`src/fae_pkg.sv`:
```
// ----------------------------------------------------------------------------
// fae_pkg
// Shared widths, constants and controller/datapath interface types for the
// filtered acceleration estimator.
// ----------------------------------------------------------------------------
package fae_pkg;

  localparam int SPEED_W  = 16;
  localparam int STAMP_W  = 32;
  localparam int ACC_W    = 32;
  localparam int WEIGHT_W = 17;
  localparam int FILT_W   = 32;   // Q16.16 filtered speed

  localparam logic [WEIGHT_W-1:0] WEIGHT_ONE   = 17'd65536;
  localparam logic [WEIGHT_W-1:0] WEIGHT_RESET = 17'd16384;
  localparam logic [19:0]         USEC_PER_SEC = 20'd1000000;

  // |df * 1e6| < 2^52; dividing by dt * 2^16 is (|num| >> 16) / dt
  localparam int NUM_W    = 54;
  localparam int DIV_BITS = 36;
  localparam int DT_W     = 31;
  localparam int CNT_W    = $clog2(DIV_BITS);

  typedef struct packed {
    logic load;      // latch the incoming sample
    logic prime;     // first sample: set filter and stamp directly
    logic mul;       // weight * (x - F)
    logic upd;       // update F and stamp, form df * 1e6
    logic div_init;  // take magnitude, load divider
    logic div_step;  // one restoring divide step
    logic out_load;  // sign, saturate, present result
  } cmd_t;

  typedef struct packed {
    logic primed;
    logic emit;      // time difference is positive
    logic out_busy;  // result register full and stalled
  } status_t;

endpackage

```
`src/filtered_acceleration_estimator.sv`:
```
// ----------------------------------------------------------------------------
// filtered_acceleration_estimator
// Low-pass filters timestamped speed samples and reports the rate of change
// of the filtered speed as a saturated signed Q32.0 acceleration, in speed units per second.
//
//   channel  ports                          direction  width
//   in       in_valid/in_stall, in_speed,   input      16 + 32
//            in_stamp_us
//   out      out_valid/out_stall,           output     32
//            out_acceleration
//   config   psel/penable/pwrite/paddr,     APB-style  32 (weight at 0x0)
//            pwdata/prdata/pready
//
// One request at a time. A priming sample ends once it has set the filter; a
// sample with no result (time not advancing) ends after the update; a sample
// with a result goes on through the 36-step bit-serial restoring divider.
// Synchronous active-low reset clears the filter, stamp and weight (to 0.25).
// A stalled result holds the finished request in its last cycle; the input is stalled while busy.
// ----------------------------------------------------------------------------
module filtered_acceleration_estimator (
  input  logic                                clk,
  input  logic                                rst_n,
  input  logic                                in_valid,
  output logic                                in_stall,
  input  logic signed [fae_pkg::SPEED_W-1:0]  in_speed,
  input  logic [fae_pkg::STAMP_W-1:0]         in_stamp_us,
  output logic                                out_valid,
  input  logic                                out_stall,
  output logic signed [fae_pkg::ACC_W-1:0]    out_acceleration,
  input  logic                                psel,
  input  logic                                penable,
  input  logic                                pwrite,
  input  logic [2:0]                          paddr,
  input  logic [31:0]                         pwdata,
  output logic [31:0]                         prdata,
  output logic                                pready
);
  import fae_pkg::*;

  cmd_t                cmd;
  status_t             status;
  logic [WEIGHT_W-1:0] weight;

  fae_regs u_regs (
    .clk     (clk),
    .rst_n   (rst_n),
    .psel    (psel),
    .penable (penable),
    .pwrite  (pwrite),
    .paddr   (paddr),
    .pwdata  (pwdata),
    .prdata  (prdata),
    .pready  (pready),
    .weight  (weight)
  );

  fae_ctrl u_ctrl (
    .clk      (clk),
    .rst_n    (rst_n),
    .in_valid (in_valid),
    .in_stall (in_stall),
    .status   (status),
    .cmd      (cmd)
  );

  fae_dp u_dp (
    .clk              (clk),
    .rst_n            (rst_n),
    .cmd              (cmd),
    .status           (status),
    .weight           (weight),
    .in_speed         (in_speed),
    .in_stamp_us      (in_stamp_us),
    .out_valid        (out_valid),
    .out_stall        (out_stall),
    .out_acceleration (out_acceleration)
  );

endmodule

```
`src/fae_regs.sv`:
```
// ----------------------------------------------------------------------------
// fae_regs
// APB-style configuration register: filter weight, clamped to one on use.
// ----------------------------------------------------------------------------
module fae_regs (
  input  logic                            clk,
  input  logic                            rst_n,
  input  logic                            psel,
  input  logic                            penable,
  input  logic                            pwrite,
  input  logic [2:0]                      paddr,
  input  logic [31:0]                     pwdata,
  output logic [31:0]                     prdata,
  output logic                            pready,
  output logic [fae_pkg::WEIGHT_W-1:0]    weight
);
  import fae_pkg::*;

  localparam logic ADDR_WEIGHT = 1'b0;

  logic [WEIGHT_W-1:0] weight_r;
  logic [WEIGHT_W-1:0] weight_nxt;
  logic                wr_en;

  assign pready = 1'b1;
  assign wr_en  = psel && penable && pwrite && (paddr[2] == ADDR_WEIGHT);

  always_comb begin
    weight_nxt = weight_r;
    if (wr_en) begin
      weight_nxt = pwdata[WEIGHT_W-1:0];
    end
  end

  always_ff @(posedge clk) begin
    if (!rst_n) begin
      weight_r <= WEIGHT_RESET;
    end else begin
      weight_r <= weight_nxt;
    end
  end

  always_comb begin
    unique case (paddr[2])
      ADDR_WEIGHT: prdata = {{(32-WEIGHT_W){1'b0}}, weight_r};
      default:     prdata = 32'd0;
    endcase
  end

  assign weight = (weight_r > WEIGHT_ONE) ? WEIGHT_ONE : weight_r;

endmodule

```
`src/fae_ctrl.sv`:
```
// ----------------------------------------------------------------------------
// fae_ctrl
// Sequencer: prime, or filter and update and, when time advances, a bit-serial divide per request.
// ----------------------------------------------------------------------------
module fae_ctrl (
  input  logic                 clk,
  input  logic                 rst_n,
  input  logic                 in_valid,
  output logic                 in_stall,
  input  fae_pkg::status_t     status,
  output fae_pkg::cmd_t        cmd
);
  import fae_pkg::*;

  localparam logic [2:0] S_IDLE = 3'd0;
  localparam logic [2:0] S_MUL  = 3'd1;
  localparam logic [2:0] S_UPD  = 3'd2;
  localparam logic [2:0] S_INIT = 3'd3;
  localparam logic [2:0] S_DIV  = 3'd4;
  localparam logic [2:0] S_OUT  = 3'd5;

  localparam logic [CNT_W-1:0] LAST_STEP = CNT_W'(DIV_BITS - 1);

  logic [2:0]       state_r, state_nxt;
  logic [CNT_W-1:0] cnt_r, cnt_nxt;

  assign in_stall = (state_r != S_IDLE);

  always_comb begin
    state_nxt = state_r;
    cnt_nxt   = cnt_r;
    cmd       = '0;
    unique case (state_r)
      S_IDLE: begin
        if (in_valid) begin
          cmd.load  = 1'b1;
          state_nxt = S_MUL;
        end
      end
      S_MUL: begin
        if (!status.primed) begin
          cmd.prime = 1'b1;
          state_nxt = S_IDLE;
        end else begin
          cmd.mul   = 1'b1;
          state_nxt = S_UPD;
        end
      end
      S_UPD: begin
        cmd.upd   = 1'b1;
        state_nxt = status.emit ? S_INIT : S_IDLE;
      end
      S_INIT: begin
        cmd.div_init = 1'b1;
        cnt_nxt      = '0;
        state_nxt    = S_DIV;
      end
      S_DIV: begin
        cmd.div_step = 1'b1;
        cnt_nxt      = cnt_r + 1'b1;
        if (cnt_r == LAST_STEP) begin
          state_nxt = S_OUT;
        end
      end
      S_OUT: begin
        // hold until the previous result has been taken
        if (!status.out_busy) begin
          cmd.out_load = 1'b1;
          state_nxt    = S_IDLE;
        end
      end
      default: state_nxt = S_IDLE;
    endcase
  end

  always_ff @(posedge clk) begin
    if (!rst_n) begin
      state_r <= S_IDLE;
      cnt_r   <= '0;
    end else begin
      state_r <= state_nxt;
      cnt_r   <= cnt_nxt;
    end
  end

endmodule

```
`src/fae_dp.sv`:
```
// ----------------------------------------------------------------------------
// fae_dp
// Datapath: low-pass filter state, time stamp, scale multiply, restoring
// divider and the saturating result register.
// ----------------------------------------------------------------------------
module fae_dp (
  input  logic                                clk,
  input  logic                                rst_n,
  input  fae_pkg::cmd_t                       cmd,
  output fae_pkg::status_t                    status,
  input  logic [fae_pkg::WEIGHT_W-1:0]        weight,
  input  logic signed [fae_pkg::SPEED_W-1:0]  in_speed,
  input  logic [fae_pkg::STAMP_W-1:0]         in_stamp_us,
  output logic                                out_valid,
  input  logic                                out_stall,
  output logic signed [fae_pkg::ACC_W-1:0]    out_acceleration
);
  import fae_pkg::*;

  localparam int PROD_W = FILT_W + 1 + WEIGHT_W + 1;   // 33 x 18 signed

  // control state
  logic                    primed_r;
  logic                    out_valid_r;
  // payload
  logic [FILT_W-1:0]       x_r;
  logic [STAMP_W-1:0]      stamp_r;
  logic [FILT_W-1:0]       f_r;
  logic [STAMP_W-1:0]      prev_r;
  logic signed [PROD_W-1:0] prod_r;
  logic signed [NUM_W-1:0] num_r;
  logic [DT_W-1:0]         dt_r;
  logic [DT_W-1:0]         rem_r;
  logic [DIV_BITS-1:0]     quo_r;
  logic                    neg_r;
  logic [ACC_W-1:0]        acc_r;

  logic signed [FILT_W:0]      diff_x;
  logic signed [PROD_W-1:0]    prod_nxt;
  logic signed [PROD_W-17:0]   delta;
  logic signed [FILT_W:0]      df;
  logic signed [NUM_W-1:0]     num_nxt;
  logic [STAMP_W-1:0]          dt_full;
  logic [NUM_W-1:0]            num_mag;
  logic [DT_W:0]               rem_sh;
  logic [DT_W+1:0]             trial;
  logic                        ge;
  logic [ACC_W-1:0]            acc_nxt;

  // filter step
  assign diff_x   = $signed({x_r[FILT_W-1], x_r}) - $signed({f_r[FILT_W-1], f_r});
  assign prod_nxt = diff_x * $signed({1'b0, weight});
  assign delta    = prod_r[PROD_W-1:16];              // floor(w*d / 2^16)
  assign df       = delta[FILT_W:0];
  // widen both factors first so the product keeps all its bits
  assign num_nxt  = NUM_W'(df) * NUM_W'($signed({1'b0, USEC_PER_SEC}));

  assign dt_full  = stamp_r - prev_r;

  assign status.primed   = primed_r;
  assign status.emit     = (dt_full != '0) && !dt_full[STAMP_W-1];
  assign status.out_busy = out_valid_r && out_stall;

  // restoring divide step
  assign num_mag = num_r[NUM_W-1] ? NUM_W'(-num_r) : NUM_W'(num_r);
  assign rem_sh  = {rem_r, quo_r[DIV_BITS-1]};
  assign trial   = {1'b0, rem_sh} - {2'b00, dt_r};
  assign ge      = !trial[DT_W+1];

  // sign and saturate
  always_comb begin
    if (neg_r) begin
      if (quo_r > DIV_BITS'(33'h080000000)) begin
        acc_nxt = 32'h80000000;
      end else begin
        acc_nxt = ACC_W'(-quo_r);
      end
    end else begin
      if (quo_r > DIV_BITS'(32'h7fffffff)) begin
        acc_nxt = 32'h7fffffff;
      end else begin
        acc_nxt = quo_r[ACC_W-1:0];
      end
    end
  end

  always_ff @(posedge clk) begin
    if (!rst_n) begin
      primed_r    <= 1'b0;
      out_valid_r <= 1'b0;
      f_r         <= '0;
      prev_r      <= '0;
    end else begin
      if (cmd.prime) begin
        primed_r <= 1'b1;
        f_r      <= x_r;
        prev_r   <= stamp_r;
      end
      if (cmd.upd) begin
        f_r    <= f_r + delta[FILT_W-1:0];
        prev_r <= stamp_r;
      end
      if (cmd.out_load) begin
        out_valid_r <= 1'b1;
      end else if (out_valid_r && !out_stall) begin
        out_valid_r <= 1'b0;
      end
    end
  end

  always_ff @(posedge clk) begin
    if (cmd.load) begin
      x_r     <= {in_speed, 16'h0000};
      stamp_r <= in_stamp_us;
    end
    if (cmd.mul) begin
      prod_r <= prod_nxt;
    end
    if (cmd.upd) begin
      num_r <= num_nxt;
      dt_r  <= dt_full[DT_W-1:0];
    end
    if (cmd.div_init) begin
      neg_r <= num_r[NUM_W-1];
      rem_r <= '0;
      quo_r <= num_mag[DIV_BITS+15:16];
    end
    if (cmd.div_step) begin
      rem_r <= ge ? trial[DT_W-1:0] : rem_sh[DT_W-1:0];
      quo_r <= {quo_r[DIV_BITS-2:0], ge};
    end
    if (cmd.out_load) begin
      acc_r <= acc_nxt;
    end
  end

  assign out_valid        = out_valid_r;
  assign out_acceleration = acc_r;

endmodule
```
`config.mk`:
```
export PLATFORM = sky130hd
export DESIGN_NAME = filtered_acceleration_estimator
export DESIGN_NICKNAME = d
export VERILOG_FILES = /design/src/fae_pkg.sv /design/src/filtered_acceleration_estimator.sv /design/src/fae_regs.sv /design/src/fae_ctrl.sv /design/src/fae_dp.sv
export SDC_FILE = /design/constraint.sdc
export NUM_CORES = 2
export LEC_CHECK = 0
export ABC_AREA = 1
export ABC_CLOCK_PERIOD_IN_PS = 6800
export BUFFER_PORTS_ARGS = -buffer_cell sky130_fd_sc_hd__clkbuf_2
export CAP_MARGIN = 15
export CORE_ASPECT_RATIO = 1.1
export CORE_UTILIZATION = 35
export CTS_BUF_LIST = sky130_fd_sc_hd__clkbuf_4
export DETAILED_ROUTE_END_ITERATION = 12
export PLACE_DENSITY_LB_ADDON = 0.25
export RECOVER_POWER = 50
export SLEW_MARGIN = 40
export SYNTH_ARGS = -nofsm -noshare
export SYNTH_HDL_FRONTEND = slang
export SYNTH_SLANG_ARGS = --single-unit
```
`constraint.sdc`:
```
create_clock -name clk -period 6.8 [get_ports clk]
set_input_delay 1.36 -clock clk [delete_from_list [all_inputs] [get_ports clk]]
set_output_delay 1.36 -clock clk [all_outputs]
set_load 0.05 [all_outputs]
```
==> results.md <==
* Outcome: finished, violations left
* Failing checks: max-capacitance violations, max-slew violations, negative setup slack
* Post-DRT Antenna Nets at 0
* Via count of the first global-routing pass at 41713
* Aggregate global routing overflow at 0
* End-of-flow core utilization at 43.4%
* Register-to-Register Path Depth at 33
* Buffers added on ports at 123
* Start-to-end type of the worst setup path: flip-flop to flip-flop
* Max-slew violations at 297
* Ratio of total power to cell area at 539 nW/µm²
* Area of the multi-input gates at 35700 µm²
* Number of H-tree levels at 3
* Sequential cell area fraction in the yosys report at 19.8%
* DR pass1 iterations at 5
* Number of warnings reported in the yosys synthesis log at 0
* Effective utilization at floorplan at 35.2%
* Fraction of layout instances using a drive strength above 1 at 20.9%
* Rows at 143
* Post-CTS Hold Buffers at 0
* Number of synthesized register bits at 351
* Startpoint Class: flip-flop
* Placed wire-length estimate at 122000 µm
* Library cell appearing most often on the critical path: buf_4
* Max-cap violations at 7
* Non-filler cells, final at 8523
* Nets at 7839
* Cell area after technology mapping at 48600 µm²
* Via Count at 40635
* Sequential Area at 9630 µm²
* Slowest library cell on the worst path: fa_1
* Critical register-to-register path endpoint: u_dp.prod_r[46]
* Number of enable-type register cells in the synthesized netlist at 259
* Growth of design area from synthesis to finish at 23.0%
* Clock Latency Late Sink at 940 ps
* Post-synthesis instance total at 5922
* Final critical delay including setup and external delays at 7320 ps
* Global-route wire length before repair at 225000 µm
* Clock tree from TritonCTS: yes
* Routability Congestion at 0.935
* Predominant post-synthesis flop cell: edfxtp_1
* Leak at 28.9 nW
* Number of DRC markers after the initial detailed-route iteration at 2078
* Final Routed Wirelength at 145000 µm
* Arrival time at the worst endpoint at 7980 ps
* Floorplan die height at 393 µm
* Hold Startpoint: u_dp.prev_r[21]
* Placed Cells incl. Taps at 8258
* Clock slew at reported path FFs at 70 ps
* Peak supply drop at 664 µV
* Clk root buf: clkbuf_4
* Largest net degree at the start of global routing at 92
* DR vias/cell at 4.77
* Die outline width at 357 µm
* Transition at the pin with the smallest max-transition slack at 2690 ps
* Setup WS post-layout at -519 ps
* Number of hold-slack violations in the final timing report at 0
* Top-level port count at 157
* Global router's overall resource usage at 20.6%
* Clk buf depth at 3
* Launch instance of the worst register-to-register path: u_dp.f_r[13]
* Register-to-register path setup slack at -520 ps
* Syn_area_per_cell at 8.21 µm²
* Worst-case headroom to the max-slew limit at -79.1%
* Most common library cell in the layout ignoring fill and taps: inv_1
* Layout fillers at 13780
* Die footprint at 140000 µm²
* Number of CTS-inserted buffers at 89
* Placeable core region at 138000 µm²
* Commonest non-fill, non-tap cells in the layout: 1254 x inv_1, 896 x nand2_1, 636 x fa_1
* Critical Path Max Stage Delay at 590 ps
* Clock sink count at 351
* Worst Path Max Fanout at 7
* Mean routed wirelength per cell at 17.0 µm
* Endpoint type of the worst setup path: flip-flop
* Setup clock skew after layout at 72.3 ps
* Final setup violation count at 24
* Async SR Flop Fraction at 0%
* Worst hold endpoint: u_dp.prev_r[21]
* Peak clock frequency supported by timing at 0.137 GHz
* Setup repair after global routing missed its margin: yes
* Hold crit path type: flip-flop to flip-flop
* WP data required at 7460 ps
* Share of the cycle needed by the critical path after routing at 108%
* Antenna violations before repair at 3
* Worst hold path stage count at 2
* Synth unique cells at 60
* Residual DRC count at 0
[power breakdown]
group | total [mW] | internal (mW) | switching [mW]
registers | 3.85 | 3.61 | 0.246
logic | 26.5 | 11.1 | 15.4
clock network | 1.87 | 0.930 | 0.935
total | 32.2 | 15.7 | 16.6
[layout make-up]
class | count | area share [%]
diodes | 4 | 0.0167
well taps | 1812 | 3.79
repair buffers | 753 | 10.0
clock inverters | 38 | 0.381
clock buffers | 124 | 1.56
flip-flops and latches | 351 | 16.1
inverters | 1351 | 8.54
repair inverters | 1 | 0.00837
multi-input cells | 4089 | 59.6
[what timing repair did]
action,in CTS,in global routing
pin swaps,177,139
setup endpoints to repair,29,33
gates resized for setup,383,249
gates cloned,2,1
setup buffers,71,35
[worst max-delay path: cells and delay by family, from the launching register on]
kind	cells	cell delay, ps
DFF	1	310
xor gates and xnor gates	1	150
and+or+nand+nor	11	1780
AOI/OAI and AO/OA	2	170
adders and majority gates	7	3340
buffers and inverters	12	1290
[how the worst max path moves through the flow]
stage,start,slack [ps],endpoint,cells after the start
final,u_dp.f_r[13],-520,u_dp.prod_r[46],33
after CTS,u_dp.x_r[19],-520,u_dp.prod_r[46],34
after floorplan,u_dp.f_r[0],-20,u_dp.prod_r[44],39
after global placement,u_dp.x_r[18],-680,u_dp.prod_r[47],34
after detailed placement,u_dp.x_r[18],-710,u_dp.prod_r[45],34
after global routing,u_dp.x_r[16],-800,u_dp.prod_r[46],34
[per-layer routing]
layer / global-route usage (%) / vias to the layer above / share of wire, %
met3: 2.66 / 228 / 3.9
met5: 0 / - / 0
met1: 25.2 / 19699 / 42
met4: 8.42 / 0 / 4.2
li1: - / 19895 / -
met2: 36.2 / 813 / 50
[per-stage QoR]
stage               total power, mW  setup TNS, ps  hold slack [ps]  area, µm²  worst slack, ps
floorplan                      19.9          -30.2              435      48900            -19.6
global placement               27.5         -13610              444      55500             -684
detailed placement             27.5         -14480              450      55500             -714
CTS                            31.8          -5670              462      58800             -523
global route                   35.8         -12990              482      59800             -797
finish                         32.2          -6720              460      59800             -519
[logic make-up after synthesis]
group,count (synthesis),synth area share [%]
compound gates,803,8.94
xor+xnor,200,3.62
fa+ha+maj,1113,39.0
buf+inv,1496,11.8
flops,351,19.8
mux,1,0.0206
other cells,2,0.0154
simple gates,1956,16.8
[cell usage after synthesis, drive strengths merged, types with 36 or more instances]
cell type	number	area, µm²
buf	36	243
fa	672	13500
xor2	142	1250
o21ai	329	1660
nand3	161	828
nand4	43	275
nand2	976	3690
xnor2	58	508
a21oi	348	1740
dfxtp	92	1840
ha	441	5520
nor3	55	300
nor2	600	2310
clkbuf	109	409
edfxtp	259	7780
or2	57	357
inv	1339	5030
[registers in the layout, indices dropped and copies added (netlist names), 6 cells and up]
register               count
u_ctrl.cnt_r               6
u_dp.dt_r                 31
u_dp.f_r                  32
u_dp.num_r                47
u_dp.out_acceleration     32
u_dp.prev_r               32
u_dp.prod_r               33
u_dp.quo_r                36
u_dp.rem_r                31
u_dp.stamp_r              32
u_dp.x_r                  16
u_regs.weight_r           17
Power figures use the tool's default switching activity.
